===== src/rtl/rau_pkg.sv =====
package rau_pkg;

  localparam int unsigned WordBits = 32;
  localparam int unsigned ProdBits = 2 * WordBits;
  localparam int unsigned SumBits  = ProdBits + 1;
  localparam int unsigned QDepth   = 2;

  typedef enum logic [1:0] {
    OP_ADD = 2'd0,
    OP_MUL = 2'd1,
    OP_DIV = 2'd2,
    OP_CMP = 2'd3
  } op_e;

  typedef struct packed {
    logic [1:0]         operation;
    logic signed [31:0] a_num;
    logic signed [31:0] a_den;
    logic signed [31:0] b_num;
    logic signed [31:0] b_den;
  } in_t;

  typedef struct packed {
    logic signed [31:0] res_num;
    logic signed [31:0] res_den;
    logic               equal;
    logic               div_by_zero;
    logic               overflow;
  } out_t;

  // Classified request handed from front to back.
  typedef struct packed {
    logic                bypass;   // result already final (compare, divide by zero)
    out_t                early;
    op_e                 op;
    logic                an_neg;
    logic [WordBits-1:0] an_mag;
    logic                ad_neg;
    logic [WordBits-1:0] ad_mag;
    logic                bn_neg;
    logic [WordBits-1:0] bn_mag;
    logic                bd_neg;
    logic [WordBits-1:0] bd_mag;
  } job_t;

  typedef enum logic [3:0] {
    ST_IDLE,
    ST_MUL0,
    ST_MUL1,
    ST_MUL2,
    ST_SUM,
    ST_GCD,
    ST_DIVN,
    ST_DIVD,
    ST_FIN,
    ST_OUT
  } st_e;

endpackage


===== src/rtl/rau_front.sv =====
module rau_front (
  input  logic          clk_i,
  input  logic          rst_ni,
  input  rau_pkg::in_t  req_i,
  input  logic          push_i,
  output logic          full_o,
  output rau_pkg::job_t job_o,
  output logic          job_vld_o,
  input  logic          job_rdy_i
);

  localparam int unsigned W = rau_pkg::WordBits;

  rau_pkg::job_t q_mem [rau_pkg::QDepth];
  logic          wr_ptr_q, wr_ptr_d, rd_ptr_q, rd_ptr_d;
  logic [1:0]    cnt_q, cnt_d;
  rau_pkg::job_t job;
  logic          wr_en, rd_en;
  logic          eq;
  logic [W-1:0]  an, ad, bn, bd;

  always_comb begin
    an = req_i.a_num[W-1:0];
    ad = req_i.a_den[W-1:0];
    bn = req_i.b_num[W-1:0];
    bd = req_i.b_den[W-1:0];
    eq = (an == bn) && (ad == bd);
    job        = '0;
    job.op     = rau_pkg::op_e'(req_i.operation);
    job.an_neg = an[W-1];
    job.an_mag = an[W-1] ? (~an + W'(1)) : an;
    job.ad_neg = ad[W-1];
    job.ad_mag = ad[W-1] ? (~ad + W'(1)) : ad;
    job.bn_neg = bn[W-1];
    job.bn_mag = bn[W-1] ? (~bn + W'(1)) : bn;
    job.bd_neg = bd[W-1];
    job.bd_mag = bd[W-1] ? (~bd + W'(1)) : bd;
    if (job.op == rau_pkg::OP_CMP) begin
      job.bypass      = 1'b1;
      job.early.equal = eq;
    end else if (job.op == rau_pkg::OP_DIV && bn == '0) begin
      job.bypass            = 1'b1;
      job.early.div_by_zero = 1'b1;
    end
  end

  assign full_o    = (cnt_q == 2'(rau_pkg::QDepth));
  assign job_vld_o = (cnt_q != 2'd0);
  assign wr_en     = push_i && !full_o;
  assign rd_en     = job_vld_o && job_rdy_i;
  assign job_o     = q_mem[rd_ptr_q];

  always_comb begin
    wr_ptr_d = wr_ptr_q + wr_en;
    rd_ptr_d = rd_ptr_q + rd_en;
    cnt_d    = cnt_q + {1'b0, wr_en} - {1'b0, rd_en};
  end

  always_ff @(posedge clk_i) begin
    if (wr_en) begin
      q_mem[wr_ptr_q] <= job;
    end
  end

  always_ff @(posedge clk_i or negedge rst_ni) begin
    if (!rst_ni) begin
      wr_ptr_q <= 1'b0;
      rd_ptr_q <= 1'b0;
      cnt_q    <= '0;
    end else begin
      wr_ptr_q <= wr_ptr_d;
      rd_ptr_q <= rd_ptr_d;
      cnt_q    <= cnt_d;
    end
  end

endmodule


===== config.mk =====
export PLATFORM = sky130hd
export DESIGN_NAME = rau_front
export DESIGN_NICKNAME = d
export VERILOG_FILES = /design/src/rtl/rau_pkg.sv /design/src/rtl/rau_front.sv
export SDC_FILE = /design/constraint.sdc
export NUM_CORES = 1
export LEC_CHECK = 0
export ABC_CLOCK_PERIOD_IN_PS = 9010
export BUFFER_PORTS_ARGS = -buffer_cell sky130_fd_sc_hd__buf_2
export CORE_ASPECT_RATIO = 1.75
export CORE_MARGIN = 3
export CORE_UTILIZATION = 58
export CTS_CLUSTER_SIZE = 8
export DETAILED_ROUTE_END_ITERATION = 16
export MAX_ROUTING_LAYER = met4
export PLACE_DENSITY = 0.86
export SYNTH_ARGS = -nofsm -noshare
export SYNTH_HDL_FRONTEND = slang
export SYNTH_SLANG_ARGS = --single-unit

===== constraint.sdc =====
create_clock -name clk_i -period 9.01 [get_ports clk_i]
set_input_delay 0.4505 -clock clk_i [delete_from_list [all_inputs] [get_ports clk_i]]
set_output_delay 0.4505 -clock clk_i [all_outputs]
set_load 0.01 [all_outputs]

Word level (Yosys, flattened, before mapping)
Memories as Yosys holds them, arrays and structs flattened. Index checks and enable logic that the tools add are counted.

Bits in registers: 4. Latch bits: 0. Memory bits (writable): 274. Bits in read-only memories: 0. Bits of input ports: 134. Output and inout port bits: 204. Logic and storage cells: 38. Memories kept: 1.

Add/subtract/negate cells: 8. $mul: 0. Divide/modulo/power cells: 0. Order comparisons: 0. Equal/unequal tests: 5. Shift-type cells: 0. Muxes and demuxes: 10. Bitwise operators: 4. Reductions and logical operators: 7.

Memory list: q_mem (words 2, width 137, read ports 1, clocked after memory_dff 0, wr ports 1, line rau_front.sv:14) `rau_pkg::job_t q_mem [rau_pkg::QDepth];`.

Operators by type and width (count): $add A32 B1 Y32 const B (4); $mux W32 (4); $not A32 Y32 (4); $eq A32 B32 Y1 (2); $logic_not A32 Y1 (1); $eq A2 B2 Y1 const B (3); $mux W1 (6); $logic_and A1 B1 Y1 (4); $add A1 B1 Y1 (2); $add A2 B1 Y2 (1); $reduce_bool A2 Y1 (1); $sub A2 B1 Y2 (1); $logic_not A1 Y1 (1).

Logic depth before layout (Yosys ltp)
Depth in word-level cells: 5. Mapped depth: 8. Depth with buffers taken out: 7.

Worst setup path before layout
OpenSTA, ideal clock, no wires.

Path kind: reg2reg. Start point: register cnt_q[1]. End point: memory q_mem[1][0] in the netlist's numbering, enable pin. Library setup time: 0.513 ns. Data arrival time: 3.803 ns. Required time: 8.497 ns. Slack: 4.694 ns. Cell stages (with the launch flop): 5. Path buffers: 0. Clock period less this slack: 4.316 ns. Path through: dfrtp_1 nand2b_1 nand2_1 inv_1 ha_1.

Cells in the longest elaborated chain, start to end: 5.

Ends and longest elaborated chain: start: declaration (line rau_front.sv:16) `logic [1:0] cnt_q, cnt_d;`; start signal: assignment (line rau_front.sv:73) `cnt_q <= cnt_d;`; $eq A2 B2 Y1 (line rau_front.sv:47) `assign full_o = (cnt_q == 2'(rau_pkg::QDepth));`; $logic_not A1 Y1 (line rau_front.sv:49) `assign wr_en = push_i && !full_o;`; $logic_and A1 B1 Y1 (line rau_front.sv:49); $mux W1 (line rau_front.sv:60) `if (wr_en) begin`; $mux W1 (not written as such) (line rau_front.sv:61) `q_mem[wr_ptr_q] <= job;`; end: declaration (line rau_front.sv:14).

Every way passes these cells.

==> impl_metrics.json <==
{
  "ys_ff_latch": 278,
  "holdBufCountCts": 1,
  "die_x_um": 123.1,
  "clkPwrFrac_pct": 28.2,
  "maxSlewHeadroom_pct": 33.67,
  "drtIter0Drc": 837,
  "critPathCaptureType": "primary output",
  "cts_buffers": 40,
  "ys.flop_type": "edfxtp_1",
  "crit_slowest_cell": "dfrtp_4",
  "fmax_mhz": 268.7,
  "cts_tree": "yes",
  "fp.coreArea_um2": 23520,
  "hpwl_mm": 28.61,
  "cts.sinks": 278,
  "synth_cells": 983,
  "place_congestion": 0.8771,
  "switchingPower_w": 0.001392,
  "layout_setup_ws_ns": 5.288,
  "p_int_w": 0.003212,
  "worst_pin_slew_ns": 0.9949,
  "ant_nets": 0,
  "synth_edf_count": 274,
  "io_pins": 338,
  "drv_slew": 0,
  "vias": 9278,
  "clock_skew_ns": 0.01790,
  "async_flop_share_pct": 1.439,
  "firstDrtPassIters": 5,
  "cp_max_fo": 52,
  "tns_ns": 0,
  "die_height_um": 210.9,
  "cpPeakStageDelay_ns": 0.75,
  "maxCapViolCount": 0,
  "synth_top_area_share_pct": 59.15,
  "synth.largest_area_cell": "edfxtp_1",
  "status": "finished, final reports clean",
  "crit_path_start_kind": "flip-flop",
  "cts-root-buf": "clkbuf_16",
  "grt_max_degree": 74,
  "fillers": 1579,
  "area_growth_pct": 17.82,
  "yosysSeqAreaShare_pct": 59.87,
  "irDropWorstVdd_mv": 0.1658,
  "clk_pin_slew_ns": 0.05,
  "synthTopCellsByCount": "edfxtp_1, xnor2_1, mux2_2, buf_4, o21ai_0",
  "start_util_pct": 59.15,
  "worst-setup-path-type": "reg -> out",
  "pre_cts_slack_ns": 5.821,
  "drive_gt1_share_pct": 37.46,
  "grt_overflow": 0,
  "crit_top_cell": "buf_4",
  "synth_cell_type_count": 50,
  "p_comb_share_pct": 29.9,
  "hold_violations": 0,
  "ys_warn_count": 0,
  "post-synth-top-count-cell": "edfxtp_1",
  "routed_wl_mm": 38.49,
  "sequentialPowerShare_pct": 42.0,
  "vias_per_cell": 5.883,
  "setup_viol": 0,
  "cts-resized-gates": 0,
  "wl_per_cell_um": 24.41,
  "powerDensity_nw_per_um2": 281.0,
  "synthTopCellsByArea": "edfxtp_1, mux2_2, xnor2_1, buf_4, o31ai_1",
  "worstPathRequired_ns": 8.56,
  "cts_max_path_buffers": 3,
  "syn_avg_cell_area_um2": 14.15,
  "drt_drc_violations_left": 0,
  "finalCritPeriodShare_pct": 41.31,
  "synth.cell_area_um2": 13910,
  "clkLatencyLatePin_ns": 0.52,
  "swShare_pct": 30.24,
  "io_buffers": 272,
  "first_global_vias": 9386,
  "grt_pass1_wl_mm": 55.30,
  "critical_path.cell_chain": "buf_4 -> buf_4 -> mux2_2 -> buf_2",
  "hp-class": "in -> reg",
  "rsz0062_at_grt": "no",
  "grt.total_usage_pct": 30.03,
  "grt_antenna_before_repair": 4,
  "power.leakage_nw": 5.958,
  "htree_levels": 2,
  "row_count": 74,
  "cts_setup_buffers": 0,
  "die_area_um2": 25950,
  "final_nets": 1402,
  "min_period_ns": 3.722,
  "crit_arrival_ns": 3.27
}
[kinds of logic (layout without fill, tap and decap cells)]
kind of cell,after synthesis,count (layout),share of synthesized area [%]
xor+xnor,168,168,10.58
simple gates,139,139,6.368
other cells,1,70,0.02696
buf+inv,137,358,5.469
compound gates,115,115,5.882
flops,278,278,59.87
fa+ha+maj,8,8,0.7196
mux,137,137,11.09
[sequential cells by signal, indices dropped and copies added (netlist names)]
register	flops
wr_ptr_q	1
cnt_q	2
q_mem	274
rd_ptr_q	1
[worst max-delay path, delay by kind of cell, from the launching register on]
family | cells | cell delay [ns]
DFF | 1 | 0.75
buffers and inverters | 3 | 1.50
muxes | 1 | 0.43
[power groups by stage]
| stage | registers (W) | logic (W) | clock network, W |
|---|---|---|---|
| 2_1_floorplan | 0.00191 | 0.000907 | 0 |
| 3_3_place_gp | 0.00194 | 0.00135 | 0 |
| 3_5_place_dp | 0.00195 | 0.00138 | 0 |
| 4_1_cts | 0.00193 | 0.00139 | 0.00132 |
| 5_1_grt | 0.00195 | 0.00147 | 0.00137 |
| 6_report | 0.00193 | 0.00138 | 0.00130 |
[cell usage in the layout, fill, tap and decap left out, types with 8 or more instances in the layout]
master     synthesis  layout
o41ai_1           21      21
xor2_1            17      17
nor4_1            16      16
clkbuf_1          38       8
xnor2_1          151     151
buf_2              1     272
o31ai_1           32      32
nand4_1           10      10
or4_4              8       8
clkbuf_16          0      41
or4_1             21      21
edfxtp_1         274     274
or3_1             10      10
nand2b_1          12      12
mux2_2           137     137
nor3_1             8       8
conb_1             1      65
inv_1             31      31
o21ai_0           41      41
nand2_1           29      29
[routing by layer]
layer | vias to the layer above | part of all wire (%) | global-route usage (%) | wire, um
li1 | 4137 | - | - | -
met1 | 4494 | 33 | 31.56 | 12610
met2 | 525 | 54 | 53.62 | 20950
met3 | 122 | 7.7 | 5.118 | 2956
met4 | 0 | 5.1 | 14.65 | 1972
met5 | - | 0 | - | 0
[final timing paths]
check,to,from,depth (start not counted),slack (ns)
max in group asynchronous,rd_ptr_q$_DFF_PN0_,rst_ni,2,8.56
setup / recovery,job_o[96],rd_ptr_q$_DFF_PN0_,4,5.29
setup reg to reg,q_mem[0][67]$_DFFE_PP_,cnt_q[1]$_DFF_PN0_,5,6.06
min in group asynchronous,cnt_q[1]$_DFF_PN0_,rst_ni,2,0.31
hold reg to reg,cnt_q[0]$_DFF_PN0_,cnt_q[0]$_DFF_PN0_,1,0.54
hold / removal,q_mem[1][133]$_DFFE_PP_,req_i[129],1,0.20
[area by class of cell]
| class | instances | area [um2] | area share (%) |
|---|---|---|---|
| clock buffers | 49 | 1056 | 6.443 |
| flip-flops and latches | 278 | 8332 | 50.84 |
| multi-input cells | 632 | 5087 | 31.04 |
| well taps | 304 | 380.4 | 2.321 |
| repair buffers | 277 | 1401 | 8.550 |
| inverters | 31 | 116.4 | 0.7100 |
| clock inverters | 1 | 3.754 | 0.02290 |
| diodes | 5 | 12.51 | 0.07634 |
[metrics by stage]
| step | instance area (um2) | hold slack (ns) | util [%] | power, W | instances |
|---|---|---|---|---|---|
| final | 16390 | 0.2023 | 69.69 | 0.004605 | 1577 |
| after global routing | 16390 | 0.1954 | 69.68 | 0.004796 | 1576 |
| after CTS | 16380 | 0.1823 | 69.64 | 0.004636 | 1572 |
| after detailed placement | 15310 | 0.2647 | 65.09 | 0.003332 | 1521 |
| after global placement | 15310 | 0.2632 | 65.09 | 0.003289 | 1521 |
| after floorplan | 14150 | 0.1549 | - | 0.002814 | 1047 |
(Power assumes the default switching activity.)
