## src/rtl/rau_pkg.sv

```systemverilog
package rau_pkg;

  localparam int unsigned WordBits = 32;
  localparam int unsigned ProdBits = 2 * WordBits;
  localparam int unsigned SumBits  = ProdBits + 1;
  localparam int unsigned QDepth   = 2;

  typedef enum logic [1:0] {
    OP_ADD = 2'd0,
    OP_MUL = 2'd1,
    OP_DIV = 2'd2,
    OP_CMP = 2'd3
  } op_e;

  typedef struct packed {
    logic [1:0]         operation;
    logic signed [31:0] a_num;
    logic signed [31:0] a_den;
    logic signed [31:0] b_num;
    logic signed [31:0] b_den;
  } in_t;

  typedef struct packed {
    logic signed [31:0] res_num;
    logic signed [31:0] res_den;
    logic               equal;
    logic               div_by_zero;
    logic               overflow;
  } out_t;

  // Classified request handed from front to back.
  typedef struct packed {
    logic                bypass;   // result already final (compare, divide by zero)
    out_t                early;
    op_e                 op;
    logic                an_neg;
    logic [WordBits-1:0] an_mag;
    logic                ad_neg;
    logic [WordBits-1:0] ad_mag;
    logic                bn_neg;
    logic [WordBits-1:0] bn_mag;
    logic                bd_neg;
    logic [WordBits-1:0] bd_mag;
  } job_t;

  typedef enum logic [3:0] {
    ST_IDLE,
    ST_MUL0,
    ST_MUL1,
    ST_MUL2,
    ST_SUM,
    ST_GCD,
    ST_DIVN,
    ST_DIVD,
    ST_FIN,
    ST_OUT
  } st_e;

endpackage

```

## src/rtl/rau_back.sv

```systemverilog
module rau_back (
  input  logic          clk_i,
  input  logic          rst_ni,
  input  rau_pkg::job_t job_i,
  input  logic          job_vld_i,
  output logic          job_rdy_o,
  output rau_pkg::out_t res_o,
  output logic          empty_o,
  input  logic          pop_i
);

  localparam int unsigned W  = rau_pkg::WordBits;
  localparam int unsigned P  = rau_pkg::ProdBits;
  localparam int unsigned CB = $clog2(P + 1);

  rau_pkg::st_e   st_q, st_d;
  rau_pkg::job_t  job_q;
  logic [P-1:0]   p_q, p_d;       // product register
  logic [P-1:0]   t_q, t_d;       // first cross product
  logic           t_neg_q, t_neg_d;
  logic [P-1:0]   num_q, num_d, den_q, den_d;
  logic           num_neg_q, num_neg_d, den_neg_q, den_neg_d;
  logic [P-1:0]   x_q, x_d, y_q, y_d;      // gcd remainder pair
  logic [P-1:0]   dv_q, dv_d;              // divisor (gcd)
  logic [P-1:0]   rem_q, rem_d, quo_q, quo_d, dnd_q, dnd_d;
  logic [CB-1:0]  cnt_q, cnt_d;
  logic           dstart_q, dstart_d;
  rau_pkg::out_t  res_q, res_d;
  logic [P:0]     trial;
  logic [P-1:0]   rem_sh;
  logic [W-1:0]   mul_a, mul_b;
  logic [P-1:0]   mul_p;
  logic           mul_neg;

  function automatic logic fits(input logic neg, input logic [P-1:0] mag);
    logic [P-1:0] lim;
    lim = P'(1) << (W - 1);
    return neg ? (mag <= lim) : (mag < lim);
  endfunction

  function automatic logic [31:0] to_field(input logic neg, input logic [P-1:0] mag);
    logic [W-1:0] t;
    t = neg ? (W'(~mag) + W'(1)) : mag[W-1:0];
    return 32'(signed'(t));
  endfunction

  // One shared multiplier; operands chosen by step.
  always_comb begin
    mul_a = job_q.an_mag; mul_b = job_q.bd_mag;
    mul_neg = job_q.an_neg ^ job_q.bd_neg;
    case (st_q)
      rau_pkg::ST_MUL0: begin
        if (job_q.op == rau_pkg::OP_MUL) begin
          mul_b = job_q.bn_mag; mul_neg = job_q.an_neg ^ job_q.bn_neg;
        end
      end
      rau_pkg::ST_MUL1: begin
        if (job_q.op == rau_pkg::OP_DIV) begin
          mul_a = job_q.ad_mag; mul_b = job_q.bn_mag;
          mul_neg = job_q.ad_neg ^ job_q.bn_neg;
        end else begin
          mul_a = job_q.ad_mag; mul_b = job_q.bd_mag;
          mul_neg = job_q.ad_neg ^ job_q.bd_neg;
        end
      end
      rau_pkg::ST_MUL2: begin
        mul_a = job_q.bn_mag; mul_b = job_q.ad_mag;
        mul_neg = job_q.bn_neg ^ job_q.ad_neg;
      end
      default: ;
    endcase
    mul_p = P'(mul_a) * P'(mul_b);
  end

  assign rem_sh = {rem_q[P-2:0], dnd_q[P-1]};
  assign trial  = {1'b0, rem_sh} - {1'b0, dv_q};

  always_comb begin
    st_d = st_q;
    case (st_q)
      rau_pkg::ST_IDLE: if (job_vld_i) st_d = rau_pkg::ST_MUL0;
      rau_pkg::ST_MUL0: st_d = job_q.bypass ? rau_pkg::ST_OUT : rau_pkg::ST_MUL1;
      rau_pkg::ST_MUL1: st_d = (job_q.op == rau_pkg::OP_ADD) ? rau_pkg::ST_MUL2
                                                            : rau_pkg::ST_SUM;
      rau_pkg::ST_MUL2: st_d = rau_pkg::ST_SUM;
      rau_pkg::ST_SUM:  st_d = rau_pkg::ST_GCD;
      rau_pkg::ST_GCD: begin
        if (y_q == '0 && !dstart_q) st_d = (x_q > P'(1)) ? rau_pkg::ST_DIVN : rau_pkg::ST_FIN;
      end
      rau_pkg::ST_DIVN: if (cnt_q == CB'(P)) st_d = rau_pkg::ST_DIVD;
      rau_pkg::ST_DIVD: if (cnt_q == CB'(P)) st_d = rau_pkg::ST_FIN;
      rau_pkg::ST_FIN:  st_d = rau_pkg::ST_OUT;
      rau_pkg::ST_OUT:  if (pop_i) st_d = rau_pkg::ST_IDLE;
      default:          st_d = rau_pkg::ST_IDLE;
    endcase
  end

  always_comb begin
    p_d = p_q; t_d = t_q; t_neg_d = t_neg_q;
    num_d = num_q; den_d = den_q; num_neg_d = num_neg_q; den_neg_d = den_neg_q;
    x_d = x_q; y_d = y_q; dv_d = dv_q; rem_d = rem_q; quo_d = quo_q; dnd_d = dnd_q;
    cnt_d = cnt_q; dstart_d = dstart_q; res_d = res_q;
    case (st_q)
      rau_pkg::ST_MUL0: begin
        t_d = mul_p; t_neg_d = mul_neg && (mul_p != '0);
        res_d = job_q.early;
      end
      rau_pkg::ST_MUL1: begin
        den_d = mul_p; den_neg_d = mul_neg && (mul_p != '0);
        num_d = t_q; num_neg_d = t_neg_q;
      end
      rau_pkg::ST_MUL2: begin
        p_d = mul_p; num_neg_d = mul_neg && (mul_p != '0);
      end
      rau_pkg::ST_SUM: begin
        if (job_q.op == rau_pkg::OP_ADD) begin
          // signed-magnitude add of t (sign t_neg) and p (sign num_neg)
          if (t_neg_q == num_neg_q) begin
            num_d = t_q + p_q; num_neg_d = t_neg_q;
          end else if (t_q >= p_q) begin
            num_d = t_q - p_q; num_neg_d = t_neg_q;
          end else begin
            num_d = p_q - t_q;
          end
          if (num_d == '0) num_neg_d = 1'b0;
          x_d = num_d;
        end else begin
          x_d = num_q;
        end
        y_d = den_q;
        dstart_d = 1'b0;
      end
      rau_pkg::ST_GCD: begin
        // Euclid: each remainder via a bit-serial divider.
        if (!dstart_q) begin
          if (y_q == '0) begin
            dv_d = x_q; dnd_d = num_q; rem_d = '0; quo_d = '0; cnt_d = '0;
          end else begin
            dv_d = y_q; dnd_d = x_q; rem_d = '0; quo_d = '0; cnt_d = '0;
            dstart_d = 1'b1;
          end
        end else if (cnt_q == CB'(P)) begin
          x_d = y_q; y_d = rem_q; dstart_d = 1'b0;
        end else begin
          rem_d = trial[P] ? rem_sh : trial[P-1:0];
          dnd_d = {dnd_q[P-2:0], 1'b0};
          cnt_d = cnt_q + CB'(1);
        end
      end
      rau_pkg::ST_DIVN, rau_pkg::ST_DIVD: begin
        if (cnt_q == CB'(P)) begin
          if (st_q == rau_pkg::ST_DIVN) begin
            num_d = quo_q; dnd_d = den_q;
          end else begin
            den_d = quo_q;
          end
          rem_d = '0; quo_d = '0; cnt_d = '0;
        end else begin
          rem_d = trial[P] ? rem_sh : trial[P-1:0];
          quo_d = {quo_q[P-2:0], ~trial[P]};
          dnd_d = {dnd_q[P-2:0], 1'b0};
          cnt_d = cnt_q + CB'(1);
        end
      end
      rau_pkg::ST_FIN: begin
        res_d.res_num     = to_field(num_neg_q, num_q);
        res_d.res_den     = to_field(den_neg_q, den_q);
        res_d.equal       = 1'b0;
        res_d.div_by_zero = 1'b0;
        res_d.overflow    = !(fits(num_neg_q, num_q) && fits(den_neg_q, den_q));
      end
      default: ;
    endcase
  end

  assign job_rdy_o = (st_q == rau_pkg::ST_IDLE);
  assign empty_o   = (st_q != rau_pkg::ST_OUT);
  assign res_o     = res_q;

  always_ff @(posedge clk_i) begin
    if (job_vld_i && job_rdy_o) job_q <= job_i;
    p_q <= p_d; t_q <= t_d; t_neg_q <= t_neg_d;
    num_q <= num_d; den_q <= den_d; num_neg_q <= num_neg_d; den_neg_q <= den_neg_d;
    x_q <= x_d; y_q <= y_d; dv_q <= dv_d; rem_q <= rem_d; quo_q <= quo_d; dnd_q <= dnd_d;
    cnt_q <= cnt_d; res_q <= res_d;
  end

  always_ff @(posedge clk_i or negedge rst_ni) begin
    if (!rst_ni) begin
      st_q     <= rau_pkg::ST_IDLE;
      dstart_q <= 1'b0;
    end else begin
      st_q     <= st_d;
      dstart_q <= dstart_d;
    end
  end

endmodule

```

## config.mk

```make
export PLATFORM = sky130hd
export DESIGN_NAME = rau_back
export DESIGN_NICKNAME = d
export VERILOG_FILES = /design/src/rtl/rau_pkg.sv /design/src/rtl/rau_back.sv
export SDC_FILE = /design/constraint.sdc
export NUM_CORES = 2
export LEC_CHECK = 0
export ABC_AREA = 1
export BUFFER_PORTS_ARGS = -buffer_cell sky130_fd_sc_hd__buf_2
export CORE_MARGIN = 2
export CORE_UTILIZATION = 29
export CTS_CLUSTER_DIAMETER = 100
export CTS_CLUSTER_SIZE = 12
export DETAILED_ROUTE_END_ITERATION = 8
export PLACE_DENSITY = 0.44
export SLEW_MARGIN = 20
export SYNTH_ARGS = -nofsm -noshare
export SYNTH_HDL_FRONTEND = slang
export SYNTH_SLANG_ARGS = --single-unit
```

## constraint.sdc

```tcl
create_clock -name clk_i -period 13.2 [get_ports clk_i]
set_input_delay 0.66 -clock clk_i [delete_from_list [all_inputs] [get_ports clk_i]]
set_output_delay 0.66 -clock clk_i [all_outputs]
set_load 0.01 [all_outputs]
```

## After elaboration in Yosys (flattened, before gate mapping)

Cells that the tools add are included.

| storage, ports and cells | value |
|---|---|
| bits in registers | 924 |
| bits in latches | 0 |
| bits in writable memories | 0 |
| ROM bits | 0 |
| input port bits | 206 |
| memories kept | 0 |

| cells by class | value |
|---|---|
| $add $sub $neg | 7 |
| multipliers | 1 |
| div/mod/pow operators | 0 |
| magnitude comparators | 6 |
| equality and inequality tests | 29 |
| shifts and indexed selects | 0 |
| mux-type cells | 66 |
| bitwise logic cells | 8 |
| reductions and logical operators | 27 |

Operators with widths:

| operator | count |
|---|---|
| $mux W64 | 25 |
| $pmux W64 S2 | 6 |
| $pmux W64 S3 | 1 |
| $pmux W67 S2 | 1 |
| $le A64 B32 Y1 const B | 2 |
| $logic_not A64 Y1 | 2 |
| $lt A64 B32 Y1 const B | 2 |
| $mux W32 | 4 |
| $sub A64 B64 Y64 | 2 |
| $pmux W32 S3 | 1 |
| $sub A64 B64 Y65 | 1 |
| $add A32 B1 Y32 const B | 2 |
| $add A64 B64 Y64 | 1 |
| $ge A64 B64 Y1 | 1 |
| $gt A64 B1 Y1 const B | 1 |
| $mul A32 B32 Y64 | 1 |
| $not A32 Y32 | 2 |
| $pmux W32 S2 | 1 |
| $reduce_bool A64 Y1 | 1 |
| $pmux W4 S10 | 1 |
| $mux W4 | 7 |
| $ne A2 B2 Y1 const B | 12 |
| $mux W7 | 3 |
| $eq A4 B3 Y1 const B | 4 |
| other kinds (27) | 60 |

## Depth between registers and ports, before layout

| logic depth | value |
|---|---|
| word-level depth | 9 |
| mapped depth | 47 |
| gate-level depth less buffers | 44 |

## Worst setup path after synthesis

Ideal clock, no wire load.

| timing | value |
|---|---|
| path type | register to register |
| start point | register st_q[0] |
| end point | register num_neg_q (data pin) |
| setup time | 155 ps |
| arrival | 11128 ps |
| data required time | 13045 ps |
| path slack | 1917 ps |
| stages on the path, launching flop included | 35 |
| path buffers | 2 |
| period minus slack after synthesis | 11283 ps |
| cell sequence | dfrtp_1 -> buf_2 -> nand2_1 -> nor2_1 -> a221oi_1 -> clkinv_1 -> clkbuf_1 -> nand2_1 -> fa_1 -> fa_1 -> fa_1 -> fa_1 -> inv_1 -> fa_1 -> fa_1 -> fa_1 -> inv_1 -> fa_1 -> inv_1 -> ha_1 -> nand2_1 -> nor2_1 -> inv_1 -> nor4_1 -> nand3_1 -> nand3_1 -> nand2_1 -> nand2_1 -> xor2_1 -> nor2_1 -> nand3_1 -> nor2_1 -> nand3_1 -> nand3_1 -> nand3_1 |

| between the ends | value |
|---|---|
| word-level cells in the longest chain between the ends | 6 |

RTL lines:

| element | RTL line | source |
|---|---|---|
| start, declared | rau_back.sv:16 | `rau_pkg::st_e st_q, st_d;` |
| start signal, assigned | rau_back.sv:190 | `st_q <= rau_pkg::ST_IDLE;` |
| start signal, assigned | rau_back.sv:193 | `st_q <= st_d;` |
| $eq A4 B2 Y1 or $eq A4 B1 Y1 (tied branches) | rau_back.sv:51 | `case (st_q)` |
| $pmux W32 S3 or $pmux W32 S2 (tied branches) | rau_back.sv:51 |  |
| $mul A32 B32 Y64 (*) | rau_back.sv:72 | `mul_p = P'(mul_a) * P'(mul_b);` |
| via mul_p[54] | rau_back.sv:32 | `logic [P-1:0] mul_p;` |
| $reduce_bool A64 Y1 (*) | rau_back.sv:113 | `p_d = mul_p; num_neg_d = mul_neg && (mul_p != '0);` |
| $logic_and A1 B1 Y1 (*) | rau_back.sv:113 |  |
| $pmux W1 S3 (*) | rau_back.sv:103 | `case (st_q)` |
| via num_neg_d | rau_back.sv:22 | `logic num_neg_q, num_neg_d, den_neg_q, den_neg_d;` |
| end signal, assigned | rau_back.sv:183 | `num_q <= num_d; den_q <= den_d; num_neg_q <= num_neg_d; den_neg_q <= den_neg_d;` |
| end, declared | rau_back.sv:22 |  |

Mark *: on every way through the listed nets, which the timed path passes. The rest lies on a longest branch.
A chain may end at the register's enable or synchronous reset.

## Worst setup path after layout

Same ends and word-level chain as after synthesis.

==> results.cfg <==
[timing]
rsz0062_at_grt = no
finalMaxSlewViolations = 0
max_freq_mhz = 81.3
maxSlewHeadroom_pct = 21.1
skew_ns = 0.112
period_minus_slack_ns = 12.31
worst-slew-pin-transition_ns = 1.17
timing.hold.ws_ns = 0.0359
final.period_utilization_pct = 93.2
hold_viol_final = 0
setup-violations-final = 0
tns_ns = 0
finalWorstSetupSlack_ns = 0.893

[worst_hold_path]
hold_depth = 1
min_path_type = in2reg
hp-start = job_i[101]

[synthesis]
yosysTopAreaCell = edfxtp_1
ys_top_cells_by_area = edfxtp_1, fa_1, nand2_1, inv_1, ha_1
syn-cell-area_mm2 = 0.0961
avgSynthCellArea_um2 = 7.78
ys_seq_area_share_pct = 28.8
yosys_warnings = 0
synth_cell_types = 64
synth-edff-count = 919
async_reset_ff_share_pct = 0.541
synth_fp_nets = 14000
synthCells = 12400
synthDominantCellAreaShare_pct = 28.7
ys_ff_latch = 924
synth_ff_type = edfxtp_1

[place]
dp_slack_ns = 1.11
finalWeightedCongestion = 0.982
portBuffers = 274
dp_hpwl_um = 361000

[setup_path]
crit_path_max_fanout = 25
crit_family = adder cells
crit_path_start = st_q[0]
crit_buf_inv = 9
cpPeakStageDelay_ns = 0.82
critPathRequiredTime_ns = 13.77
r2r_start = st_q[0]
arrival_ns = 12.88
cp_num_cells = 35
cp-end-kind = register
worst-r2r-cell-count = 35
cpMaxStageDelayCell = xor2_1
crit_type = reg2reg
worst_setup_path_start_kind = register

[drt]
wl_per_cell_um = 26.1
viasPerCell = 5.12
drt_first_pass_iters = 7
ant_nets = 0
vias = 86800
drc = 0
wirelength_um = 443000
drt-initial-drc-count = 9870

[cts]
cts_buffers = 97
clockBufferDepth = 4
clkLatencyLatePin_ns = 0.88
cts.sinks = 924
root_buffer = clkbuf_16
cts_tree = yes
clk_pin_slew_ns = 0.07
cts_setup_buffers = 0
cts_resized = 0
htreeDepth = 3

[global_route]
antenna_found_initial = 38
overflow = 0
grt.total_usage_pct = 25.7
grt_pass1_wl_um = 627000
grt_pass1_vias = 84900
grt_max_degree = 215

[finish]
fin_util_pct = 32.1
num-nets-final = 14200
fill_cells = 35800
final_cell_mix = nand2_1, inv_1, nor2_1
drive_gt1_share_pct = 5.78
syn_to_final_growth_pct = 10.4
final_common_cell = nand2_1

[die]
die_height_um = 580
die_x_um = 580
rows = 211
die_area_mm2 = 0.336
core_area_mm2 = 0.330
num_io_pins = 275
initial_core_util_pct = 29.1

[job]
maxCapViolations = 0

[run_status]
status = complete, no violations
[metrics by stage]
step	instance area, um2	cells
floorplan	96100	12400
global placement	103000	16800
detailed placement	103000	16800
CTS	106000	16900
global route	106000	16900
finish	106000	17000
[worst register-to-register path, delay by kind of cell (launching register included)]
kind / cells / cell delay (ns)
adder cells (fa/ha/maj): 8 / 3.98
flip-flops: 1 / 0.35
AND/OR/NAND/NOR: 12 / 2.74
XOR/XNOR: 1 / 0.82
AO/OA/AOI/OAI: 5 / 1.10
buffers and inverters: 9 / 3.05
[per-layer routing]
| layer | vias up | global-route usage [%] | share of wire (%) |
|---|---|---|---|
| met5 | - | 0 | 0.015 |
| met4 | 10 | 6.31 | 2.6 |
| met3 | 458 | 4.11 | 8.5 |
| met2 | 3652 | 37.5 | 42 |
| met1 | 43500 | 39.1 | 47 |
| li1 | 39200 | - | - |
[worst paths after layout]
| check | slack [ns] | to |
|---|---|---|
| worst max-delay path | 0.89 | num_neg_q |
| worst min-delay path | 0.04 | job_q[101] |
| worst max register to register | 0.89 | num_neg_q |
| worst min register to register | 0.47 | res_o[17] |
| max in group asynchronous | 12.64 | st_q[0] |
| min in group asynchronous | 0.39 | st_q[2] |
[sequential cells by signal (all words and copies together), names as in the netlist]
register   flops
res_o         67
rem_q         64
job_q        202
st_q           4
quo_q         64
p_q           64
y_q           64
dv_q          64
num_q         64
den_q         64
dnd_q         64
t_q           64
den_neg_q      1
num_neg_q      1
cnt_q          7
t_neg_q        1
x_q           64
dstart_q       1
[what timing repair did]
action                                  CTS  global route
hold endpoints to repair                 71             0
endpoints found under the setup margin    0             0
hold buffers                             67             0
[cells by family (layout without fill, tap and decap cells)]
logic type / after synthesis / after routing / share of synthesized area (%)
other: 0 / 14 / 0
buffers and inverters: 2921 / 3141 / 11.7
DFF: 924 / 924 / 28.8
xor gates and xnor gates: 216 / 216 / 1.97
AOI/OAI and AO/OA: 1716 / 1716 / 10.4
and+or+nand+nor: 5158 / 5158 / 21.6
adders and majority gates: 1421 / 1421 / 25.5
[Yosys cell counts, types with 42 or more instances]
| cell | n |
|---|---|
| a21oi_1 | 494 |
| a22oi_1 | 63 |
| a31oi_1 | 59 |
| buf_2 | 42 |
| clkbuf_1 | 327 |
| edfxtp_1 | 919 |
| fa_1 | 900 |
| ha_1 | 521 |
| inv_1 | 2436 |
| nand2_1 | 3077 |
| nand3_1 | 420 |
| nand4_1 | 91 |
| nor2_1 | 1329 |
| nor3_1 | 84 |
| nor4_1 | 58 |
| o211ai_1 | 47 |
| o21ai_0 | 711 |
| o21bai_1 | 81 |
| o221ai_1 | 98 |
| xor2_1 | 177 |
[cell type report]
class | count | area [um2] | share of cell area [%]
diodes | 14 | 35.0 | 0.0330
flip-flops and latches | 924 | 27700 | 26.1
multi-input cells | 8511 | 57500 | 54.1
clock inverters | 17 | 173 | 0.163
well taps | 4366 | 5460 | 5.14
repair buffers | 541 | 3560 | 3.35
inverters | 2480 | 9310 | 8.77
clock buffers | 103 | 2450 | 2.31
Power is left out: the tool's default activity adds up to more than one toggle a clock period on the data nets, which glitch-free logic cannot reach.
